==> src/hw/rtl/escaped_word_tokenizer_defines.svh <==
// Assertion macros for the escaped word tokenizer
`ifndef ESCAPED_WORD_TOKENIZER_DEFINES_SVH
`define ESCAPED_WORD_TOKENIZER_DEFINES_SVH

`ifndef SYNTH
`define EWT_ASSERT_IMP(label, clk, rst_n, ante, cons) \
	label: assert property (@(posedge clk) disable iff (!rst_n) (ante) |-> (cons)) \
		else $error("ewt: same-cycle check failed");
`define EWT_ASSERT_NXT(label, clk, rst_n, ante, cons) \
	label: assert property (@(posedge clk) disable iff (!rst_n) (ante) |=> (cons)) \
		else $error("ewt: next-cycle check failed");
`else
`define EWT_ASSERT_IMP(label, clk, rst_n, ante, cons)
`define EWT_ASSERT_NXT(label, clk, rst_n, ante, cons)
`endif

`endif

==> src/hw/rtl/ewt_pkg.sv <==
`default_nettype none
package ewt_pkg;

	localparam int HOLD_DEPTH_DEF = 64;
	localparam int CFG_IDX_W      = 3;

	localparam logic [7:0] ESC_CHAR = 8'h5C;

	localparam logic [CFG_IDX_W-1:0] REG_SEP_A     = 3'd0;
	localparam logic [CFG_IDX_W-1:0] REG_SEP_B     = 3'd1;
	localparam logic [CFG_IDX_W-1:0] REG_SEP_C     = 3'd2;
	localparam logic [CFG_IDX_W-1:0] REG_SEP_D     = 3'd3;
	localparam logic [CFG_IDX_W-1:0] REG_COMMENT   = 3'd4;
	localparam logic [CFG_IDX_W-1:0] REG_MAX_LEN   = 3'd5;

	localparam logic [7:0] SEP_A_RST   = 8'd32;
	localparam logic [7:0] SEP_B_RST   = 8'd9;
	localparam logic [7:0] SEP_C_RST   = 8'd0;
	localparam logic [7:0] SEP_D_RST   = 8'd0;
	localparam logic [7:0] COMMENT_RST = 8'd59;
	localparam logic [5:0] MAX_LEN_RST = 6'd63;

	typedef enum logic [1:0] {
		KIND_CHAR     = 2'd0,
		KIND_END_WORD = 2'd1,
		KIND_END_LINE = 2'd2
	} kind_t;

	typedef enum logic [2:0] {
		ACT_NONE,
		ACT_END_WORD,
		ACT_EOL_WORD,
		ACT_EOL,
		ACT_CHAR,
		ACT_FLUSH
	} act_t;

	typedef enum logic [2:0] {
		PUSH_IN_CHAR,
		PUSH_MEM,
		PUSH_HELD_CHAR,
		PUSH_END_WORD,
		PUSH_END_LINE
	} push_sel_t;

	typedef struct packed {
		logic      accept;
		logic      push;
		push_sel_t push_sel;
		logic      rd_first;
		logic      rd_next;
	} ewt_cmd_t;

	typedef struct packed {
		act_t act;
		logic q_full;
		logic flush_last;
	} ewt_status_t;

endpackage
`default_nettype wire

==> src/hw/rtl/ewt_if.sv <==
`default_nettype none
interface ewt_char_if;
	logic       valid;
	logic       ready;
	logic [7:0] ch;
	logic       line_done;

	modport source (output valid, ch, line_done, input ready);
	modport sink   (input valid, ch, line_done, output ready);
endinterface

interface ewt_token_if;
	logic       valid;
	logic       ready;
	logic [7:0] out_char;
	logic [1:0] kind;

	modport source (output valid, out_char, kind, input ready);
	modport sink   (input valid, out_char, kind, output ready);
endinterface

interface ewt_cfg_if;
	logic                           valid;
	logic                           ready;
	logic [ewt_pkg::CFG_IDX_W-1:0] index;
	logic [7:0]                     data;

	modport source (output valid, index, data, input ready);
	modport sink   (input valid, index, data, output ready);
endinterface
`default_nettype wire

==> src/hw/rtl/ewt_datapath.sv <==
`default_nettype none
`include "escaped_word_tokenizer_defines.svh"
module ewt_datapath #(
	parameter int HOLD_DEPTH = ewt_pkg::HOLD_DEPTH_DEF
) (
	input  wire logic                           clk,
	input  wire logic                           arst_n,
	input  wire logic                           cfg_we,
	input  wire logic [ewt_pkg::CFG_IDX_W-1:0] cfg_index,
	input  wire logic [7:0]                     cfg_data,
	input  wire logic [7:0]                     in_ch,
	input  wire logic                           in_line_done,
	input  wire ewt_pkg::ewt_cmd_t              cmd,
	output ewt_pkg::ewt_status_t                status,
	output logic                                out_valid,
	input  wire logic                           out_ready,
	output logic [7:0]                          out_char,
	output logic [1:0]                          out_kind
);
	localparam int HCW = $clog2(HOLD_DEPTH + 1);
	localparam int AW  = $clog2(HOLD_DEPTH);

	logic [7:0] sep_a_q, sep_b_q, sep_c_q, sep_d_q, comment_q;
	logic [5:0] max_len_q;

	logic           esc_q;
	logic           skip_q;
	logic [5:0]     wc_q;
	logic [HCW-1:0] held_q;
	logic [HCW-1:0] flush_n_q;
	logic [HCW-1:0] idx_q;
	logic [7:0]     char_q;
	logic [7:0]     rdata_q;
	logic [7:0]     mem [HOLD_DEPTH];

	logic [7:0] q_char_q [2];
	logic [1:0] q_kind_q [2];
	logic       q_wr_q, q_rd_q;
	logic [1:0] q_cnt_q;

	logic is_sep, is_cmt, is_bs, is_white, overflow, held_room;
	logic pop;
	logic [7:0] push_char;
	logic [1:0] push_kind;
	logic [AW-1:0] rd_addr;
	logic [HCW-1:0] idx_inc;

	always_ff @(posedge clk or negedge arst_n) begin
		if (!arst_n) begin
			sep_a_q   <= ewt_pkg::SEP_A_RST;
			sep_b_q   <= ewt_pkg::SEP_B_RST;
			sep_c_q   <= ewt_pkg::SEP_C_RST;
			sep_d_q   <= ewt_pkg::SEP_D_RST;
			comment_q <= ewt_pkg::COMMENT_RST;
			max_len_q <= ewt_pkg::MAX_LEN_RST;
		end else if (cfg_we) begin
			unique case (cfg_index)
				ewt_pkg::REG_SEP_A:   sep_a_q   <= cfg_data;
				ewt_pkg::REG_SEP_B:   sep_b_q   <= cfg_data;
				ewt_pkg::REG_SEP_C:   sep_c_q   <= cfg_data;
				ewt_pkg::REG_SEP_D:   sep_d_q   <= cfg_data;
				ewt_pkg::REG_COMMENT: comment_q <= cfg_data;
				ewt_pkg::REG_MAX_LEN: max_len_q <= cfg_data[5:0];
				default: ;
			endcase
		end
	end

	assign is_sep = (sep_a_q != 8'd0 && sep_a_q == in_ch) ||
	                (sep_b_q != 8'd0 && sep_b_q == in_ch) ||
	                (sep_c_q != 8'd0 && sep_c_q == in_ch) ||
	                (sep_d_q != 8'd0 && sep_d_q == in_ch);
	assign is_cmt    = comment_q != 8'd0 && comment_q == in_ch;
	assign is_bs     = in_ch == ewt_pkg::ESC_CHAR;
	assign is_white  = in_ch == 8'h20 || (in_ch >= 8'h09 && in_ch <= 8'h0D);
	assign overflow  = wc_q >= max_len_q;
	assign held_room = held_q < HCW'(HOLD_DEPTH);
	assign idx_inc   = idx_q + 1'b1;

	always_comb begin
		status.q_full     = q_cnt_q == 2'd2;
		status.flush_last = idx_inc == flush_n_q;
		status.act        = ewt_pkg::ACT_NONE;
		if (in_line_done) begin
			status.act = (!skip_q && wc_q != 6'd0) ? ewt_pkg::ACT_EOL_WORD : ewt_pkg::ACT_EOL;
		end else if (skip_q) begin
			status.act = ewt_pkg::ACT_NONE;
		end else if (!esc_q && is_sep) begin
			status.act = ewt_pkg::ACT_END_WORD;
		end else if (!esc_q && is_cmt) begin
			status.act = (wc_q != 6'd0) ? ewt_pkg::ACT_END_WORD : ewt_pkg::ACT_NONE;
		end else if (!esc_q && is_bs) begin
			status.act = ewt_pkg::ACT_NONE;
		end else if (overflow) begin
			status.act = ewt_pkg::ACT_END_WORD;
		end else if (is_white) begin
			status.act = ewt_pkg::ACT_NONE;
		end else if (held_q != '0) begin
			status.act = ewt_pkg::ACT_FLUSH;
		end else begin
			status.act = ewt_pkg::ACT_CHAR;
		end
	end

	// word state
	always_ff @(posedge clk or negedge arst_n) begin
		if (!arst_n) begin
			esc_q  <= 1'b0;
			skip_q <= 1'b0;
			wc_q   <= '0;
			held_q <= '0;
		end else if (cmd.accept) begin
			if (in_line_done) begin
				esc_q  <= 1'b0;
				skip_q <= 1'b0;
				wc_q   <= '0;
				held_q <= '0;
			end else if (skip_q) begin
				esc_q <= esc_q;
			end else if (!esc_q && is_sep) begin
				wc_q   <= '0;
				held_q <= '0;
			end else if (!esc_q && is_cmt) begin
				wc_q   <= '0;
				held_q <= '0;
				skip_q <= 1'b1;
			end else if (!esc_q && is_bs) begin
				esc_q <= 1'b1;
			end else begin
				esc_q <= 1'b0;
				if (overflow) begin
					wc_q   <= '0;
					held_q <= '0;
				end else begin
					wc_q <= wc_q + 6'd1;
					if (is_white) begin
						if (held_room) begin
							held_q <= held_q + 1'b1;
						end
					end else begin
						held_q <= '0;
					end
				end
			end
		end
	end

	always_ff @(posedge clk) begin
		if (cmd.accept) begin
			char_q    <= in_ch;
			flush_n_q <= held_q;
		end
	end

	// held whitespace store
	always_ff @(posedge clk) begin
		if (cmd.accept && !in_line_done && !skip_q && !(!esc_q && (is_sep || is_cmt || is_bs))
		    && !overflow && is_white && held_room) begin
			mem[held_q[AW-1:0]] <= in_ch;
		end
	end

	assign rd_addr = cmd.rd_first ? '0 : idx_inc[AW-1:0];

	always_ff @(posedge clk) begin
		if (cmd.rd_first || cmd.rd_next) begin
			rdata_q <= mem[rd_addr];
			idx_q   <= cmd.rd_first ? '0 : idx_inc;
		end
	end

	always_comb begin
		push_char = 8'd0;
		push_kind = ewt_pkg::KIND_CHAR;
		case (cmd.push_sel)
			ewt_pkg::PUSH_IN_CHAR:   push_char = in_ch;
			ewt_pkg::PUSH_MEM:       push_char = rdata_q;
			ewt_pkg::PUSH_HELD_CHAR: push_char = char_q;
			ewt_pkg::PUSH_END_WORD:  push_kind = ewt_pkg::KIND_END_WORD;
			ewt_pkg::PUSH_END_LINE:  push_kind = ewt_pkg::KIND_END_LINE;
			default:                 push_kind = ewt_pkg::KIND_CHAR;
		endcase
	end

	// two-entry result queue
	assign out_valid = q_cnt_q != 2'd0;
	assign pop       = out_valid && out_ready;
	assign out_char  = q_char_q[q_rd_q];
	assign out_kind  = q_kind_q[q_rd_q];

	always_ff @(posedge clk or negedge arst_n) begin
		if (!arst_n) begin
			q_wr_q  <= 1'b0;
			q_rd_q  <= 1'b0;
			q_cnt_q <= 2'd0;
		end else begin
			if (cmd.push) begin
				q_wr_q <= ~q_wr_q;
			end
			if (pop) begin
				q_rd_q <= ~q_rd_q;
			end
			q_cnt_q <= q_cnt_q + {1'b0, cmd.push} - {1'b0, pop};
		end
	end

	always_ff @(posedge clk) begin
		if (cmd.push) begin
			q_char_q[q_wr_q] <= push_char;
			q_kind_q[q_wr_q] <= push_kind;
		end
	end

	`EWT_ASSERT_IMP(a_q_cnt_range, clk, arst_n, 1'b1, q_cnt_q <= 2'd2)
	`EWT_ASSERT_IMP(a_held_in_word, clk, arst_n, 1'b1, {{(8 - HCW){1'b0}}, held_q} <= {2'b00, wc_q})
	`EWT_ASSERT_IMP(a_rd_next_in_range, clk, arst_n, cmd.rd_next, !status.flush_last)
endmodule
`default_nettype wire

==> src/hw/rtl/ewt_ctrl.sv <==
`default_nettype none
`include "escaped_word_tokenizer_defines.svh"
module ewt_ctrl (
	input  wire logic                 clk,
	input  wire logic                 arst_n,
	input  wire logic                 in_valid,
	output logic                      in_ready,
	input  wire ewt_pkg::ewt_status_t status,
	output ewt_pkg::ewt_cmd_t         cmd
);
	typedef enum logic [2:0] {
		S_IDLE,
		S_EOL,
		S_FLUSH_RD,
		S_FLUSH_PUT,
		S_PUT_CHAR
	} state_t;

	state_t state_q, state_d;

	assign in_ready = state_q == S_IDLE && !status.q_full;

	always_comb begin
		state_d      = state_q;
		cmd.accept   = 1'b0;
		cmd.push     = 1'b0;
		cmd.push_sel = ewt_pkg::PUSH_IN_CHAR;
		cmd.rd_first = 1'b0;
		cmd.rd_next  = 1'b0;
		unique case (state_q)
			S_IDLE: begin
				if (in_valid && in_ready) begin
					cmd.accept = 1'b1;
					unique case (status.act)
						ewt_pkg::ACT_END_WORD: begin
							cmd.push     = 1'b1;
							cmd.push_sel = ewt_pkg::PUSH_END_WORD;
						end
						ewt_pkg::ACT_EOL_WORD: begin
							cmd.push     = 1'b1;
							cmd.push_sel = ewt_pkg::PUSH_END_WORD;
							state_d      = S_EOL;
						end
						ewt_pkg::ACT_EOL: begin
							cmd.push     = 1'b1;
							cmd.push_sel = ewt_pkg::PUSH_END_LINE;
						end
						ewt_pkg::ACT_CHAR: begin
							cmd.push     = 1'b1;
							cmd.push_sel = ewt_pkg::PUSH_IN_CHAR;
						end
						ewt_pkg::ACT_FLUSH: state_d = S_FLUSH_RD;
						default: ;
					endcase
				end
			end
			S_EOL: begin
				if (!status.q_full) begin
					cmd.push     = 1'b1;
					cmd.push_sel = ewt_pkg::PUSH_END_LINE;
					state_d      = S_IDLE;
				end
			end
			S_FLUSH_RD: begin
				cmd.rd_first = 1'b1;
				state_d      = S_FLUSH_PUT;
			end
			S_FLUSH_PUT: begin
				if (!status.q_full) begin
					cmd.push     = 1'b1;
					cmd.push_sel = ewt_pkg::PUSH_MEM;
					if (status.flush_last) begin
						state_d = S_PUT_CHAR;
					end else begin
						cmd.rd_next = 1'b1;
					end
				end
			end
			S_PUT_CHAR: begin
				if (!status.q_full) begin
					cmd.push     = 1'b1;
					cmd.push_sel = ewt_pkg::PUSH_HELD_CHAR;
					state_d      = S_IDLE;
				end
			end
			default: state_d = S_IDLE;
		endcase
	end

	always_ff @(posedge clk or negedge arst_n) begin
		if (!arst_n) begin
			state_q <= S_IDLE;
		end else begin
			state_q <= state_d;
		end
	end

	`EWT_ASSERT_IMP(a_push_has_room, clk, arst_n, cmd.push, !status.q_full)
	`EWT_ASSERT_NXT(a_flush_enters_read, clk, arst_n,
		cmd.accept && status.act == ewt_pkg::ACT_FLUSH, state_q == S_FLUSH_RD)
	`EWT_ASSERT_NXT(a_read_then_put, clk, arst_n, state_q == S_FLUSH_RD, state_q == S_FLUSH_PUT)
endmodule
`default_nettype wire

==> src/hw/rtl/escaped_word_tokenizer.sv <==
// Escaped word tokenizer.
// chars:  input transactions, one character or an end-of-line flag each.
// tokens: result transactions, a word character, an end of word or an end of line.
// cfg:    register writes (separators, comment mark, maximum word length);
//         always ready, write only while the block is idle.
// A result is registered in the result queue before it appears on tokens.
// An ordinary character, separator or end of line is handled in its accepting
// cycle; an end of line that also ends a word pushes the end of line from S_EOL.
// A character that releases held whitespace passes through the accepting cycle,
// S_FLUSH_RD to start the registered read of the held store, S_FLUSH_PUT for
// each held character and S_PUT_CHAR for the character itself; every push
// waits while the queue is full.
// Results pass through a two-entry queue, so chars keeps flowing while one
// result waits; when tokens stalls and the queue fills, chars.ready drops
// and the block holds its place until the queue drains.
// Reset restores the register defaults and clears the word state; the held
// store needs no clearing pass.
`default_nettype none
module escaped_word_tokenizer #(
	parameter int HOLD_DEPTH = ewt_pkg::HOLD_DEPTH_DEF
) (
	input  wire logic   clk,
	input  wire logic   arst_n,
	ewt_char_if.sink    chars,
	ewt_token_if.source tokens,
	ewt_cfg_if.sink     cfg
);
	ewt_pkg::ewt_cmd_t    cmd;
	ewt_pkg::ewt_status_t status;

	assign cfg.ready = 1'b1;

	ewt_ctrl u_ctrl (
		.clk      (clk),
		.arst_n   (arst_n),
		.in_valid (chars.valid),
		.in_ready (chars.ready),
		.status   (status),
		.cmd      (cmd)
	);

	ewt_datapath #(
		.HOLD_DEPTH (HOLD_DEPTH)
	) u_datapath (
		.clk          (clk),
		.arst_n       (arst_n),
		.cfg_we       (cfg.valid),
		.cfg_index    (cfg.index),
		.cfg_data     (cfg.data),
		.in_ch        (chars.ch),
		.in_line_done (chars.line_done),
		.cmd          (cmd),
		.status       (status),
		.out_valid    (tokens.valid),
		.out_ready    (tokens.ready),
		.out_char     (tokens.out_char),
		.out_kind     (tokens.kind)
	);
endmodule
`default_nettype wire
==> src/flat_wrapper.sv <==
// flat-port wrapper written by rule: the top's interface ports become plain ports
module escaped_word_tokenizer_flat 
#(
	parameter int HOLD_DEPTH = ewt_pkg::HOLD_DEPTH_DEF
)
  (clk, arst_n, chars_valid, chars_ch, chars_line_done, chars_ready, tokens_valid, tokens_out_char, tokens_kind, tokens_ready, cfg_valid, cfg_index, cfg_data, cfg_ready);
  ewt_char_if chars_i ();
  ewt_token_if tokens_i ();
  ewt_cfg_if cfg_i ();
  input  wire logic clk;
  input  wire logic arst_n;
  input wire logic [$bits(chars_i.valid)-1:0] chars_valid;
  input wire logic [$bits(chars_i.ch)-1:0] chars_ch;
  input wire logic [$bits(chars_i.line_done)-1:0] chars_line_done;
  output wire logic [$bits(chars_i.ready)-1:0] chars_ready;
  output wire logic [$bits(tokens_i.valid)-1:0] tokens_valid;
  output wire logic [$bits(tokens_i.out_char)-1:0] tokens_out_char;
  output wire logic [$bits(tokens_i.kind)-1:0] tokens_kind;
  input wire logic [$bits(tokens_i.ready)-1:0] tokens_ready;
  input wire logic [$bits(cfg_i.valid)-1:0] cfg_valid;
  input wire logic [$bits(cfg_i.index)-1:0] cfg_index;
  input wire logic [$bits(cfg_i.data)-1:0] cfg_data;
  output wire logic [$bits(cfg_i.ready)-1:0] cfg_ready;
  assign chars_i.valid = chars_valid;
  assign chars_i.ch = chars_ch;
  assign chars_i.line_done = chars_line_done;
  assign chars_ready = chars_i.ready;
  assign tokens_valid = tokens_i.valid;
  assign tokens_out_char = tokens_i.out_char;
  assign tokens_kind = tokens_i.kind;
  assign tokens_i.ready = tokens_ready;
  assign cfg_i.valid = cfg_valid;
  assign cfg_i.index = cfg_index;
  assign cfg_i.data = cfg_data;
  assign cfg_ready = cfg_i.ready;
  escaped_word_tokenizer #(.HOLD_DEPTH(HOLD_DEPTH)) u_core (.clk(clk), .arst_n(arst_n), .chars(chars_i), .tokens(tokens_i), .cfg(cfg_i));
endmodule
==> config.mk <==
export PLATFORM = sky130hd
export DESIGN_NAME = escaped_word_tokenizer_flat
export DESIGN_NICKNAME = d
export VERILOG_FILES = /design/src/hw/rtl/ewt_pkg.sv /design/src/hw/rtl/ewt_if.sv /design/src/hw/rtl/ewt_datapath.sv /design/src/hw/rtl/ewt_ctrl.sv /design/src/hw/rtl/escaped_word_tokenizer.sv /design/src/flat_wrapper.sv
export VERILOG_INCLUDE_DIRS = /design/src /design/src/hw/rtl
export SDC_FILE = /design/constraint.sdc
export NUM_CORES = 1
export LEC_CHECK = 0
export BUFFER_PORTS_ARGS = -buffer_cell sky130_fd_sc_hd__buf_2
export CORE_MARGIN = 3
export CORE_UTILIZATION = 52
export DETAILED_ROUTE_END_ITERATION = 12
export HOLD_SLACK_MARGIN = 0.1
export PLACE_DENSITY = 0.79
export SETUP_SLACK_MARGIN = 0.3
export SYNTH_ARGS = -nofsm -noshare
export SYNTH_HDL_FRONTEND = slang
export SYNTH_HIERARCHICAL = 1
export SYNTH_SLANG_ARGS = --single-unit
==> constraint.sdc <==
create_clock -name clk -period 12.35 [get_ports clk]
set_clock_uncertainty 0.2 [all_clocks]
set_input_delay 0.6175 -clock clk [delete_from_list [all_inputs] [get_ports clk]]
set_output_delay 0.6175 -clock clk [all_outputs]
set_load 0.01 [all_outputs]
* Yosys cells after proc, flatten, opt, wreduce, memory -nomap -nowiden *
Memories as Yosys holds them, arrays and structs flattened. A register that Yosys moved wholly into a read port is not among the register bits.
Cells that the tools add are included.

cells by class
  $add $sub $neg = 5
  $lt $le $gt $ge = 4
  eq/ne operators = 37
  multiplexer cells = 57
  bitwise logic cells = 2
  reductions and logical operators = 56

operator list
  operator                                                                              number
  7-bit 2-to-1 mux                                                                      8
  6-bit 2-to-1 mux                                                                      7
  8-bit equality test                                                                   5
  8-bit nonzero test                                                                    5
  3-bit 2-to-1 mux                                                                      11
  3-bit by 2-bit equality test with 1-bit output (second input constant)                8
  8-bit case mux with 3 select lines                                                    1
  1-bit 2-to-1 mux                                                                      21
  1-bit logical AND                                                                     20
  3-bit equality test (second input constant)                                           6
  4-bit case mux with 4 select lines                                                    1
  7-bit by 1-bit adder with 7-bit output (second input constant)                        2
  3-bit by 1-bit equality test with 1-bit output (second input constant)                4
  4-bit 2-to-1 mux                                                                      3
  3-bit case mux with 4 select lines                                                    1
  4-bit case mux with 3 select lines                                                    1
  2-bit AND reduction                                                                   6
  2-bit != test (second input constant)                                                 5
  3-bit zero test                                                                       3
  8-bit by 6-bit equality test with 1-bit output (second input constant)                1
  8-bit by 7-bit equality test with 1-bit output (second input constant)                1
  8-bit by 4-bit greater-or-equal comparator with 1-bit output (second input constant)  1
  8-bit by 4-bit <= comparator with 1-bit output (second input constant)                1
  4-bit AND reduction                                                                   2
  other kinds (23)                                                                      37

word-level totals
  bits in registers = 90
  RAM bits = 532
  input port bits = 25
  output and inout port bits = 13
  word-level logic and storage cells = 181
  memories = 3

memory list
  name                        depth  bits a word  rd ports  clocked after Yosys merged registers in  wr ports  line                source
  u_core.u_datapath.mem       64     8            1         1                                        1         ewt_datapath.sv:34  logic [7:0] mem [HOLD_DEPTH];
  u_core.u_datapath.q_char_q  2      8            1         0                                        1         ewt_datapath.sv:36  logic [7:0] q_char_q [2];
  u_core.u_datapath.q_kind_q  2      2            1         0                                        1         ewt_datapath.sv:37  logic [1:0] q_kind_q [2];

* Depth between registers and ports, before layout *
  word-level depth = 23
  gate-level depth with buffers = 16
  gate-level depth less buffers = 15

* Cells and area by module *
The synthesis kept the hierarchy.

by module, submodules not included
  module                  instances  cells each  area an instance (um^2)  seq. area each (um^2)
  ewt_datapath            1          1814        26290.2                  18520.3
  ewt_ctrl                1          42          322.8                    75.1
  escaped_word_tokenizer  1          2           11.3                     0.0

* Worst setup path after synthesis *
No wires, ideal clock.

  path type = input to register
  start = input port chars_ch[3]
  end = memory u_core.u_datapath.q_char_q[0][0] (enable)
  library setup time = 0.377 ns
  arrival = 3.320 ns
  required time = 11.773 ns
  slack = 8.453 ns
  stages on the path = 12
  path buffers = 1
  cells stage by stage = buf_2 -> xor2_1 -> nor4_1 -> nand4_1 -> nand4_1 -> nor3_1 -> a211oi_1 -> o2bb2ai_1 -> or3_1 -> nand3_1 -> a211oi_1 -> nor2b_1

RTL lines
  element          line                source
  start, declared  flat_wrapper.sv:13  input wire logic [$bits(chars_i.ch)-1:0] chars_ch;
  end, declared    ewt_datapath.sv:36

==> metrics.csv <==
stage,metric,value,unit
die,die width,232,µm
yosys,Yosys reg bits,630,
grt,first-pass GRT wire length,94.5,mm
worst_setup_path,Worst EP arrival,5.03,ns
die,Rows,82,
die,Core Region,50400,µm²
yosys,syn_nets,1896,
min_path,path category of the worst min-delay check,primary input to flop,
final_layout,Nets,1895,
die,Die Area,54000,µm²
placement,pre-CTS setup slack,7.33,ns
final_layout,"non-filler cells, final",2577,
timing,slew margin rel.,12.9,%
timing,crit path time final,4.78,ns
clock_network,H-tree levels,2,
final_layout,Layout fillers,3635,
yosys,syn_area_per_cell,14.3,µm²
final_layout,layout cells sized above 1,14.5,%
final_layout,fin util,58.2,%
timing,Hold Fails Final Rpt,0,
min_path,startpoint of the worst hold path,tokens_ready,
placement,placed cell count,2463,
grt,vias in the first global route,15800,
placement,buffers added on ports,36,
clock_network,Clock Tree Root,clkbuf_16,
yosys,library cells used by synthesis,74,
die,initial core utilization,52.9,%
pwr,cell area power density,245,nW/µm²
worst_setup_path,critical path cell sequence,nor2_1 -> and2_1 -> or2_4 -> inv_2 -> buf_4 -> nand2_1 -> a311oi_1 -> a31oi_1 -> a21oi_1 -> a211oi_1 -> a31oi_1,
grt,largest net degree at the start of global routing,161,
worst_setup_path,kind of critical path,flop to flop,
worst_setup_path,crit start category,flop,
clock_network,cts repair resizes,0,
timing,final setup margin,7.57,ns
die,Ports,38,
drt,Post-route DRC,0,
final_layout,area taken by flip-flops and latches,18600,µm²
yosys,ys async rst share,10.8,%
grt,"Remaining Overflow, GRT",0,
timing,worst slew pin tran,1.30,ns
clock_network,clock slew seen by the registers of the worst setup and hold paths,0.06,ns
clock_network,CTS tree,done,
final_layout,Area Growth Syn to Fin,10.0,%
final_layout,combined area of the multi-input logic cells,7430,µm²
worst_setup_path,crit-path most repeated cell,a31oi_1,
timing,period utilization,38.7,%
clock_network,clk sinks,630,
timing,fmax,209,MHz
drt,post-route antenna net violation count,0,
worst_setup_path,R2R depth,11,
placement,DP HPWL,35.8,mm
yosys,yosys warns,6,
min_path,Worst Hold Path Cells,3,
pwr,overall power,7.17,mW
timing,Final setup viols,0,
worst_setup_path,Worst EP required,12.60,ns
worst_setup_path,Max stage delay on crit path,0.76,ns
drt,post-detailed-route via-to-cell ratio,6.25,
timing,Total Neg Setup Slack,0,ns
job,Max-Cap Viols,0,
pwr,worst ir drop on vdd,0.256,mV
outcome,status,completed,
yosys,register area share after synthesis,69.8,%
timing,Slew Limit Fails,0,
worst_setup_path,CP max-delay cell,buf_4,
drt,Starting DRT DRC Count,2237,
die,chip height,232,µm
grt,Tot GR Track Use,23.0,%
placement,GP Congestion,0.885,
drt,wire per inst,24.1,µm
drt,TritonRoute pass-1 iters,6,
worst_setup_path,RR Startpoint,u_core/u_ctrl/state_q[0],
grt,initial antenna violation count,2,
clock_network,total CTS buffers,59,
clock_network,clock insertion delay at the later pin of the skew report,0.64,ns
yosys,"Cell Area, Synth",26600,µm²
worst_setup_path,worst setup path start,u_core/u_ctrl/state_q[0],
final_layout,# diodes,0,
drt,via count,16100,
timing,RSZ-0062 raised after global routing,false,
clock_network,Longest Clk Path Bufs,3,
yosys,Syn Inst Count,1858,
worst_setup_path,Setup crit end kind,flop,
yosys,Post-synth EDFFs,562,
pwr,Lkg Pwr,9.76,nW
worst_setup_path,CP max FO,70,
yosys,ys flop type,edfxtp_1,
drt,Total Routed Length,62.1,mm
## layer usage
layer | vias up | share of wire, % | GRT usage [%]
li1 | 7070 | - | -
met1 | 7978 | 38 | 30.8
met2 | 884 | 48 | 36.7
met3 | 161 | 10 | 5.45
met4 | 4 | 3.9 | 8.99
met5 | - | 0.031 | 0
## worst max-delay path: cells and delay by family (launching register included)
family / cells / cell delay, ns
AND/OR/NAND/NOR: 4 / 1.13
AO/OA/AOI/OAI: 5 / 1.28
buffers and inverters: 2 / 1.37
flip-flops: 1 / 0.52
## logic make-up (layout without fill, tap and decap cells)
logic type | count (synthesis) | count (layout) | synth area share [%]
xor+xnor | 57 | 57 | 1.88
flops | 630 | 630 | 69.8
simple gates | 591 | 591 | 10.4
other cells | 1 | 1 | 0.0141
buf+inv | 148 | 195 | 2.50
fa+ha+maj | 13 | 13 | 0.611
compound gates | 279 | 279 | 7.96
mux | 139 | 139 | 6.78
## synth_stat cells, drive strengths merged, types with 3 or more instances
cell type	count	area, µm²
nor3	13	65.1
mux4	27	608
nor2	100	375
mux2i	55	551
a211oi	70	526
nand4b	7	86.3
edfxtp	562	16900
or3b	3	28.8
nand2	281	1060
a21oi	24	124
xor2	40	350
mux2	57	646
buf	76	394
nand3b	6	45.0
nand2b	6	37.5
and2	9	56.3
and3	3	18.8
dfrtp	54	1350
nand4	13	106
o21ai	10	57.6
o22ai	21	131
dfstp	14	368
o311ai	5	43.8
ha	13	163
or2	4	25.0
nor2b	64	400
inv	24	90.1
nand3	56	280
o31ai	5	47.5
a2111oi	5	43.8
a22oi	8	60.1
a311oi	76	666
a211o	5	43.8
nor3b	3	27.5
clkbuf	47	176
xnor2	17	149
nor4	17	113
a31oi	34	213
## cell type report
class	instances	share of cell area (%)
timing repair buffer	61	1.38
sequential	630	63.5
clock buffer	68	5.15
tap	672	2.87
multi-input combinational	1080	25.4
clock inverter	41	1.43
inverter	25	0.320
## path summary, 6_finish.rpt
path                                                  end  slack (ns)
max                          u_core/u_datapath/rdata_q[7]        7.57
min                              u_core/u_datapath/q_rd_q        0.13
min in group asynchronous  u_core/u_datapath/comment_q[2]        0.53
min reg2reg                      u_core/u_datapath/q_wr_q        0.30
max reg2reg                  u_core/u_datapath/rdata_q[7]        7.57
max in group asynchronous     u_core/u_datapath/held_q[3]       10.89
## flip-flops by register name, summed over array words and instances, names as in the netlist, 4 cells and up
register / cells
u_core/u_datapath/idx_q: 7
u_core/u_datapath/comment_q: 8
u_core/u_datapath/flush_n_q: 7
u_core/u_datapath/q_char_q: 16
u_core/u_datapath/held_q: 7
u_core/u_datapath/sep_c_q: 8
u_core/u_datapath/char_q: 8
u_core/u_datapath/mem: 512
u_core/u_datapath/wc_q: 6
u_core/u_datapath/max_len_q: 6
u_core/u_datapath/sep_d_q: 8
u_core/u_datapath/sep_a_q: 8
u_core/u_datapath/sep_b_q: 8
u_core/u_datapath/q_kind_q: 4
u_core/u_datapath/rdata_q: 8
## metrics by stage
step	hold WS [ns]	area [µm²]
after global placement	0.274	27300
final	0.125	29300
after CTS	0.101	29300
after global routing	0.127	29300
after floorplan	0.122	26600
after detailed placement	0.278	27300
## layout by cell type, fill, tap and decap left out, types with 54 or more instances in the layout
master     instances
a211oi_1          70
a311oi_1          76
clkbuf_16         59
dfrtp_1           54
edfxtp_1         562
mux2_2            56
mux2i_1           55
nand2_1          280
nand3_1           56
nor2_1           100
nor2b_1           63
## power by group
group          switching (mW)  internal, mW
Combinational            1.83         0.922
Clock                   0.776          1.02
Sequential              0.107          2.51
Total                    2.72          4.46
## timing repair
action / CTS / global route
hold buffers: 5 / 0
setup buffers: 0 / 0
hold endpoints to repair: 63 / 0
(Power assumes the default switching activity.)
